### src/rtl/grb_pkg.sv
// Package: payload types, fixed-point constants and the quarter-wave sine table.
package grb_pkg;

  localparam int POS_FRAC_BITS  = 8;
  localparam int TRIG_FRAC_BITS = 16;
  localparam int POS_W          = 22;
  localparam int CELL_W         = 13;
  localparam int LIM_W          = 14;
  localparam int MAG_W          = TRIG_FRAC_BITS + 1;
  localparam int QUARTER        = 1440;
  localparam int HALF_TURN      = 2880;
  localparam int FULL_TURN      = 5760;
  localparam int CELL_RESET     = 100;
  localparam int LIMIT_RESET    = 10000;

  localparam longint unsigned PI_Q30  = 64'd3373259426;
  localparam longint          ONE_Q30 = 64'sd1073741824;

  localparam logic [1:0] AXIS_X = 2'd0;
  localparam logic [1:0] AXIS_Y = 2'd1;
  localparam logic [1:0] AXIS_Z = 2'd2;

  localparam logic REG_CELL  = 1'b0;
  localparam logic REG_LIMIT = 1'b1;

  typedef struct packed {
    logic [12:0]       yaw;
    logic signed [11:0] pitch;
    logic [POS_W-1:0]  pos_x;
    logic [POS_W-1:0]  pos_y;
    logic [POS_W-1:0]  pos_z;
  } in_t;

  typedef struct packed {
    logic [POS_W-1:0] next_x;
    logic [POS_W-1:0] next_y;
    logic [POS_W-1:0] next_z;
    logic [1:0]       crossed_axis;
    logic             inside_world;
  } out_t;

  typedef logic [MAG_W-1:0] sine_tab_t [0:QUARTER];

  // Taylor series in Q30, nine terms, each truncated; clamped, then rounded.
  // Term k divides by (2k)(2k+1): 6, 20, 42, 72, 110, 156, 210, 272.
  function automatic logic [MAG_W-1:0] quarter_sine(input int unsigned q);
    longint unsigned x;
    longint unsigned x2;
    longint unsigned term;
    longint          sum;
    longint unsigned s;
    x    = (longint'(q) * PI_Q30 + 64'd1440) / 64'd2880;
    x2   = (x * x) >> 30;
    term = x;
    sum  = longint'(x);
    term = ((term * x2) >> 30) / 64'd6;   sum = sum - longint'(term);
    term = ((term * x2) >> 30) / 64'd20;  sum = sum + longint'(term);
    term = ((term * x2) >> 30) / 64'd42;  sum = sum - longint'(term);
    term = ((term * x2) >> 30) / 64'd72;  sum = sum + longint'(term);
    term = ((term * x2) >> 30) / 64'd110; sum = sum - longint'(term);
    term = ((term * x2) >> 30) / 64'd156; sum = sum + longint'(term);
    term = ((term * x2) >> 30) / 64'd210; sum = sum - longint'(term);
    term = ((term * x2) >> 30) / 64'd272; sum = sum + longint'(term);
    if (sum < 0)       sum = 0;
    if (sum > ONE_Q30) sum = ONE_Q30;
    s = longint'(sum);
    s = (s + (64'd1 << (29 - TRIG_FRAC_BITS))) >> (30 - TRIG_FRAC_BITS);
    return MAG_W'(s);
  endfunction

  function automatic sine_tab_t build_sine();
    sine_tab_t t;
    for (int i = 0; i <= QUARTER; i++) t[i] = quarter_sine(i);
    return t;
  endfunction

  localparam sine_tab_t SINE_TAB = build_sine();

endpackage

### src/rtl/grb_div.sv
// Pipelined restoring divider, two quotient bits per stage, with a sideband.
module grb_div
  import grb_pkg::*;
#(
  parameter int NW = 14,
  parameter int DW = 13,
  parameter int QW = 14,
  parameter int SW = 1
) (
  input  logic          clk,
  input  logic          rst,
  input  logic          en,
  input  logic          in_valid,
  input  logic [NW-1:0] num,
  input  logic [DW-1:0] den,
  input  logic [SW-1:0] side_in,
  output logic          out_valid,
  output logic [QW-1:0] quo,
  output logic [NW-1:0] rem_out,
  output logic [SW-1:0] side_out
);

  localparam int NS = (QW + 1) / 2;
  localparam int WW = NW + QW + DW;

  logic          vld [NS];
  logic [NW-1:0] rm  [NS];
  logic [QW-1:0] qt  [NS];
  logic [DW-1:0] dn  [NS];
  logic [SW-1:0] sd  [NS];

  for (genvar k = 0; k < NS; k++) begin : g_stage
    logic          src_v;
    logic [NW-1:0] src_r;
    logic [QW-1:0] src_q;
    logic [DW-1:0] src_d;
    logic [SW-1:0] src_s;
    logic [WW-1:0] r0;
    logic [QW-1:0] qa;

    if (k == 0) begin : g_first
      assign src_v = in_valid;
      assign src_r = num;
      assign src_q = '0;
      assign src_d = den;
      assign src_s = side_in;
    end else begin : g_next
      assign src_v = vld[k-1];
      assign src_r = rm[k-1];
      assign src_q = qt[k-1];
      assign src_d = dn[k-1];
      assign src_s = sd[k-1];
    end

    always_comb begin
      int b;
      r0 = WW'(src_r);
      qa = src_q;
      for (int j = 0; j < 2; j++) begin
        b = QW - 1 - 2 * k - j;
        if (b >= 0) begin
          if (r0 >= (WW'(src_d) << b)) begin
            r0    = r0 - (WW'(src_d) << b);
            qa[b] = 1'b1;
          end
        end
      end
    end

    always_ff @(posedge clk) begin
      if (rst) begin
        vld[k] <= 1'b0;
      end else if (en) begin
        vld[k] <= src_v;
      end
      if (en) begin
        rm[k] <= NW'(r0);
        qt[k] <= qa;
        dn[k] <= src_d;
        sd[k] <= src_s;
      end
    end
  end

  assign out_valid = vld[NS-1];
  assign quo       = qt[NS-1];
  assign rem_out   = rm[NS-1];
  assign side_out  = sd[NS-1];

endmodule

### config.mk
export PLATFORM = sky130hd
export DESIGN_NAME = grb_div
export DESIGN_NICKNAME = d
export VERILOG_FILES = /design/src/rtl/grb_pkg.sv /design/src/rtl/grb_div.sv
export SDC_FILE = /design/constraint.sdc
export NUM_CORES = 1
export LEC_CHECK = 0
export BUFFER_PORTS_ARGS = -buffer_cell sky130_fd_sc_hd__buf_2
export CORE_UTILIZATION = 34
export DETAILED_ROUTE_END_ITERATION = 16
export GPL_TIMING_DRIVEN = 0
export PLACE_DENSITY = 0.63
export SLEW_MARGIN = 5
export SYNTH_ARGS = -nofsm -noshare
export SYNTH_HDL_FRONTEND = slang
export SYNTH_SLANG_ARGS = --single-unit
### constraint.sdc
create_clock -name clk -period 5 [get_ports clk]
set_clock_uncertainty 0.15 [all_clocks]
set_input_delay 1 -clock clk [delete_from_list [all_inputs] [get_ports clk]]
set_output_delay 1 -clock clk [all_outputs]
set_load 0.005 [all_outputs]
==> impl_metrics.sql, run 1 <==
INSERT INTO impl_metrics (metric_group, metric, value, unit) VALUES
('outcome', 'outcome', 'completed', ''),
('cts', 'clock_insertion_delay_worst_skew', '540', 'ps'),
('logic_synthesis', 'ys_seq_elements', '246', ''),
('sta', 'setup_tns', '0', 'ps'),
('power_and_ir_drop', 'power.leakage', '7.32', 'nW'),
('logic_synthesis', 'synthCells', '1228', ''),
('critical_path', 'timing.critical_path.arrival', '4970', 'ps'),
('logic_synthesis', 'ys_top_cells_by_count', 'edfxtp_1 (246), ha_1 (141), inv_1 (139)', ''),
('critical_path', 'critical_path.startpoint', 'rm[3][5]$_DFFE_PP_', ''),
('logic_synthesis', 'ys_dominant_reg_cell', 'edfxtp_1', ''),
('power_and_ir_drop', 'max_vdd_drop', '0.000258', 'V'),
('sta', 'worst-slew-pin-transition', '926', 'ps'),
('min_path', 'worst_hold_startpoint', 'sd[1]$_DFFE_PP_', ''),
('critical_path', 'worst-path-max-fanout', '6', ''),
('power_and_ir_drop', 'p_int', '0.00474', 'W'),
('sta', 'hold_violations', '0', ''),
('min_path', 'hold-path-cell-count', '0', ''),
('run', 'cap_violations', '0', ''),
('die', 'die-height', '210', 'um'),
('place', 'buffer_ports.inserted', '61', ''),
('die', 'ios', '62', ''),
('detailed_routing', 'routed_wirelength', '29.8', 'mm'),
('layout', 'postLayoutCoreUtil', '0.412', ''),
('sta', 'maxSlewHeadroom', '0.383', ''),
('detailed_routing', 'avgViaCountPerCell', '4.92', ''),
('sta', 'layout_min_cycle_time', '4850', 'ps'),
('logic_synthesis', 'synth.yosys.warnings', '0', ''),
('die', 'die-area', '44200', 'um2'),
('cts', 'cts.sinks', '246', ''),
('global_routing', 'grt_antenna_before_repair', '0', ''),
('layout', 'design.final.nets', '1541', ''),
('logic_synthesis', 'synth_top_area_frac', '0.501', ''),
('critical_path', 'path_depth', '18', ''),
('global_routing', 'globalRouteTotalUtil', '0.132', ''),
('die', 'initial_core_utilization', '0.348', ''),
('critical_path', 'endpoint_kind_of_the_worst_setup_timing_path', 'flop', ''),
('logic_synthesis', 'synth_most_common_cell', 'edfxtp_1', ''),
('power_and_ir_drop', 'switching_share_of_power', '0.288', ''),
('layout', 'drive_above_1_share', '0.181', ''),
('cts', 'clkSlewWorstSetupHoldPaths', '60', 'ps'),
('sta', 'fmaxAchievable', '206', 'MHz'),
('detailed_routing', 'detailedRoute.firstIterationViolations', '396', ''),
('cts', 'cts_max_level', '2', ''),
('global_routing', 'grt_pass1_vias', '9860', ''),
('layout', 'antenna_cells_inserted', '0', ''),
('critical_path', 'timing.critical_path.slowest_cell_delay', '430', 'ps'),
('die', 'placeableCoreArea', '42300', 'um2'),
('detailed_routing', 'route.detailed.wl_per_inst', '15.2', 'um'),
('detailed_routing', 'drt_drc_violations_left', '0', ''),
('layout', 'area.growth.synth_to_final', '18.1', '%'),
('sta', 'setup-violations-final', '0', ''),
('detailed_routing', 'drt.antenna.violating_nets', '0', ''),
('power_and_ir_drop', 'combPwrFrac', '0.266', ''),
('critical_path', 'worstSetupStartpointType', 'flop', ''),
('logic_synthesis', 'synth_area_per_cell', '12.0', 'um2'),
('sta', 'final_min_period_over_clock_period', '0.970', ''),
('critical_path', 'r2r_slack', '150', 'ps'),
('global_routing', 'largest_net_degree_at_the_start_of_global_routing', '125', ''),
('critical_path', 'crit_family', 'compound AO/OA/AOI/OAI gates', ''),
('detailed_routing', 'total_via_count_after_detailed_routing', '9625', ''),
('sta', 'timing.final.max_slew_violations', '0', ''),
('critical_path', 'worst_path_max_delay_cell', 'a2111o_1', ''),
('logic_synthesis', 'syn-num-nets', '1413', ''),
('cts', 'clk_root_buffer_cell', 'clkbuf_16', ''),
('min_path', 'min-delay-path-class', 'reg2reg', ''),
('logic_synthesis', 'seq_area_frac_synth', '0.501', ''),
('detailed_routing', 'dr.pass1.iters', '5', ''),
('power_and_ir_drop', 'power_frac_seq', '0.393', ''),
('logic_synthesis', 'post_synth_num_cell_types', '69', ''),
('power_and_ir_drop', 'power_per_cell_area', '382', 'nW/um2'),
('logic_synthesis', 'post-synth-top-area-cell', 'edfxtp_1', '');
==> through the flow <==
stage	power, W	setup slack, ps	instance area [um2]	hold slack [ps]	std cells
2_1_floorplan	0.00389	141	14700	250	1228
4_1_cts	0.00667	1.57	17100	265	1940
3_5_place_dp	0.00430	-1040	15800	255	1867
3_3_place_gp	0.00428	-911	15800	250	1866
6_report	0.00666	152	17400	264	1956
5_1_grt	0.00703	-87.9	17400	270	1956
==> layer usage <==
metal  vias up  global-route usage  wire length, um
li1       4811                   -                -
met1      4578               0.133            11700
met4         0              0.0576              977
met3        76              0.0291             1010
met2       160               0.256            16100
met5         -                   0                0
==> power by group through the flow <==
| stage | clock network [W] | registers, W | logic [W] |
|---|---|---|---|
| after global placement | 0 | 0.00267 | 0.00160 |
| final | 0.00227 | 0.00262 | 0.00177 |
| after global routing | 0.00243 | 0.00264 | 0.00196 |
| after CTS | 0.00236 | 0.00262 | 0.00170 |
| after detailed placement | 0 | 0.00266 | 0.00164 |
| after floorplan | 0 | 0.00264 | 0.00125 |
==> worst min path at each step <==
stage                     slack, ps                  end
final                           260      sd[2]$_DFFE_PP_
after global routing            270   qt[6][3]$_DFFE_PP_
after CTS                       260  qt[2][12]$_DFFE_PP_
after detailed placement        260  qt[3][12]$_DFFE_PP_
after global placement          250      sd[3]$_DFFE_PP_
after floorplan                 250  qt[1][12]$_DFFE_PP_
==> state kept, by name, indices dropped and copies added (netlist names) <==
name and count:
qt 56, dn 78, sd 7, rm 98, vld 7
==> layout by cell type (no fill, tap or decap), types with 17 or more instances in the layout <==
cell,instances
o21ai_0,20
and2_1,25
a21o_1,52
buf_2,64
nor3_1,22
nor2_1,43
inv_1,135
xnor2_1,51
o21a_1,19
mux2_2,28
ha_1,132
buf_4,30
a21oi_1,58
clkbuf_16,34
mux2i_1,17
xor2_1,25
nand3_1,22
nand2_1,53
edfxtp_1,246
nor2b_1,20
nand4_1,27
mux2_1,28
==> layout make-up <==
class	instances	area [um2]
repair buffers	93	572
clock inverters	20	181
well taps	577	722
flip-flops and latches	246	7390
plain buffers	11	83.8
multi-input cells	827	7070
fillers	3938	24900
inverters	143	537
clock buffers	39	870
==> timing repair <==
item | CTS | global route
gates cloned | 1 | 3
endpoints found under the hold margin | 0 | 0
hold buffers | 0 | 0
setup endpoints to repair | 41 | 43
resized for setup | 29 | 44
buffers inserted | 14 | 14
pin swaps | 7 | 26
==> cell families after synthesis <==
logic type	Yosys count	share of synthesized area
adder cells (fa/ha/maj)	153	0.136
flip-flops	246	0.501
multiplexers	91	0.0711
AND/OR/NAND/NOR	264	0.0943
buffers and inverters	156	0.0417
AO/OA/AOI/OAI	242	0.111
XOR/XNOR	76	0.0451
Note: power is estimated with default switching activity, not from simulation.
==> run 2, diff against run 1 <==
Settings changed: PLACE_DENSITY 0.63 to 0.61.
Clock period 5 ns to 5.3 ns, I/O delays scaled along.
==> run 2 against run 1 <==
  * Die area stayed put
  * Largest cell class unchanged
  * Combinational power is 11% lower
  * Power is 6.6% lower
  * Final cell count is 1.1% lower
  * Clock power is 4% lower
  * Via count is 0.84% lower
  * Worst setup slack better by 35 ps
  * Non-clock buffer count is 18 lower
  * Global-route usage is 0.22 points lower
  * Register-to-register slack better by 30 ps
==> impl_metrics.sql, run 2 (synthesis results as in run 1) <==
INSERT INTO impl_metrics (metric_group, metric, value, unit) VALUES
('cts', 'clkSlewWorstSetupHoldPaths', '60', 'ps'),
('layout', 'layout_top_registers', 'rm x98, dn x78, qt x56', ''),
('die', 'core.rowCount', '75', ''),
('die', 'ios', '62', ''),
('die', 'placeableCoreArea', '42300', 'um2'),
('sta', 'maxSlewHeadroom', '0.414', ''),
('detailed_routing', 'route.detailed.wl_per_inst', '14.8', 'um'),
('global_routing', 'grt_pass1_vias', '9772', ''),
('critical_path', 'worst-path-max-fanout', '10', ''),
('cts', 'clock_insertion_delay_worst_skew', '590', 'ps'),
('die', 'die-height', '210', 'um'),
('cts', 'cts_hold_repair.buffers', '0', ''),
('place', 'routabilityCongestion', '0.927', ''),
('sta', 'post-route-worst-setup-slack', '187', 'ps'),
('layout', 'area.growth.synth_to_final', '15.8', '%'),
('global_routing', 'globalRouteTotalUtil', '0.130', ''),
('cts', 'cts_tree', 'done', ''),
('detailed_routing', 'dr.pass1.iters', '6', ''),
('layout', 'antenna_cells_inserted', '0', ''),
('sta', 'fin_worst_hold_slack', '264', 'ps'),
('critical_path', 'worstReg2RegEnd', 'rm[5][6]$_DFFE_PP_', ''),
('die', 'chipWidth', '210', 'um'),
('power_and_ir_drop', 'power_per_cell_area', '364', 'nW/um2'),
('run', 'cap_violations', '0', ''),
('critical_path', 'worst_r2r_path_depth', '17', ''),
('min_path', 'worst_hold_startpoint', 'qt[4][11]$_DFFE_PP_', ''),
('place', 'placement.setup.worst_slack', '-602', 'ps'),
('global_routing', 'grt_antenna_before_repair', '0', ''),
('cts', 'clk_root_buffer_cell', 'clkbuf_16', ''),
('detailed_routing', 'avgViaCountPerCell', '4.93', ''),
('cts', 'cts_max_level', '1', ''),
('cts', 'cts.sinks', '246', ''),
('sta', 'worst-slew-pin-transition', '871', 'ps'),
('detailed_routing', 'total_via_count_after_detailed_routing', '9544', ''),
('layout', 'registers.top_by_ff_count', 'rm', ''),
('cts', 'cts_buffer_depth', '3', ''),
('detailed_routing', 'drt_drc_violations_left', '0', ''),
('min_path', 'whs_endpoint', 'qt[5][11]$_DFFE_PP_', ''),
('power_and_ir_drop', 'max_vdd_drop', '0.000242', 'V'),
('sta', 'final_min_period_over_clock_period', '0.965', ''),
('global_routing', 'largest_net_degree_at_the_start_of_global_routing', '109', ''),
('detailed_routing', 'drt.antenna.violating_nets', '0', ''),
('critical_path', 'endpoint_kind_of_the_worst_setup_timing_path', 'flop', ''),
('die', 'die-area', '44200', 'um2'),
('place', 'detailed_place_hpwl', '21.8', 'mm'),
('cts', 'tritoncts.num_buffers', '31', ''),
('sta', 'layout_min_cycle_time', '5110', 'ps'),
('sta', 'fmaxAchievable', '196', 'MHz'),
('critical_path', 'worstSetupStartpointType', 'flop', ''),
('layout', 'largest_register_ffs', '98', ''),
('die', 'initial_core_utilization', '0.348', ''),
('layout', 'postLayoutCellArea', '17100', 'um2'),
('outcome', 'outcome', 'completed', ''),
('detailed_routing', 'routed_wirelength', '28.7', 'mm'),
('sta', 'setup-violations-final', '0', ''),
('layout', 'layout.cells.most_common', 'edfxtp_1', ''),
('global_routing', 'first_pass_grt_wire_length', '46.5', 'mm'),
('global_routing', 'gr-total-overflow', '0', ''),
('power_and_ir_drop', 'power.leakage', '7.22', 'nW'),
('critical_path', 'r2r_slack', '190', 'ps'),
('min_path', 'min-delay-path-class', 'reg2reg', ''),
('sta', 'hold_violations', '0', ''),
('detailed_routing', 'detailedRoute.firstIterationViolations', '358', ''),
('layout', 'layout.cells.most_common_list', 'edfxtp_1 (246), ha_1 (141), inv_1 (139)', ''),
('place', 'buffer_ports.inserted', '61', ''),
('min_path', 'hold-path-cell-count', '0', ''),
('layout', 'design.final.nets', '1519', ''),
('critical_path', 'timing_worst_setup_path_type', 'reg2reg', ''),
('layout', 'drive_above_1_share', '0.146', ''),
('critical_path', 'worst_ep_required_time', '5460', 'ps'),
('critical_path', 'timing.critical_path.arrival', '5270', 'ps'),
('critical_path', 'crit-reg2reg-launch', 'dn[4][7]$_DFFE_PP_', ''),
('place', 'total_cell_area_at_the_placement_stage', '15800', 'um2'),
('sta', 'timing.final.max_slew_violations', '0', '');
-- run 2: cell types whose count changed in the layout (fill, tap and decap cells not counted), moves of 3 or more --
cell / change
a21oi_2: -5
ha_4: -7
buf_4: -18
clkinvlp_4: -3
bufinv_16: +4
mux2_1: +3
inv_1: +4
a21oi_1: +5
ha_1: +9
inv_2: -4
clkbuf_16: -3
-- run 2: area by class of cell --
type                    instances  area (um2)
plain buffers                  12        82.6
clock buffers                  34         787
clock inverters                22         268
fillers                      4008       25300
inverters                     143         537
multi-input cells             826        6840
flip-flops and latches        246        7390
well taps                     577         722
repair buffers                 74         450
-- run 2: power by group --
part / switching (W) / internal, W
Clock: 0.000815 / 0.00135
Combinational: 0.000833 / 0.000750
Sequential: 0.0000774 / 0.00239
Total: 0.00172 / 0.00449
-- run 2: what timing repair did --
action / CTS / global route
resized for setup: 10 / 16
cloned: 0 / 1
pin swaps: 1 / 6
buffers inserted: 1 / 9
endpoints found under the setup margin: 21 / 40
-- run 2: worst max-delay path: stages, from the launching register on --
cell	delay, ps
edfxtp_1	380
inv_1	80
ha_1	380
nand4_1	200
nor4_1	480
nor2_1	140
a211oi_4	350
buf_6	200
mux2_1	370
ha_1	360
a21o_1	220
a21oi_1	180
nor2b_1	90
a2111oi_1	380
o21a_1	180
o41ai_2	150
buf_4	230
mux2_1	320
-- run 2: per-layer routing --
metal,part of all wire,global-route usage,vias up
met5,0,0,-
met4,0.046,0.0586,0
met3,0.029,0.0216,85
met2,0.53,0.251,164
met1,0.39,0.135,4527
li1,-,-,4768
-- run 2: metrics by stage --
step / TNS, ps / power, W / util / std cells
after floorplan: 0 / 0.00367 / - / 1228
after global placement: -81250 / 0.00404 / 0.373 / 1866
after detailed placement: -6070 / 0.00406 / 0.374 / 1868
after CTS: 0 / 0.00628 / 0.400 / 1924
final: 0 / 0.00622 / 0.403 / 1934
after global routing: -71.4 / 0.00657 / 0.403 / 1934
-- run 2: worst max-delay path by stage --
stage	depth (start not counted)	startpoint	slack [ps]	end
2_1_floorplan	20	rm[2][7]$_DFFE_PP_	440	rm[3][7]$_DFFE_PP_
5_1_grt	21	dn[4][0]$_DFFE_PP_	-40	rm[5][6]$_DFFE_PP_
4_1_cts	21	rm[2][7]$_DFFE_PP_	20	rm[3][13]$_DFFE_PP_
6_report	17	dn[4][7]$_DFFE_PP_	190	rm[5][6]$_DFFE_PP_
3_3_place_gp	2	en	-650	vld[1][1]$_DFFE_PP_
3_5_place_dp	22	rm[2][7]$_DFFE_PP_	-600	rm[3][13]$_DFFE_PP_
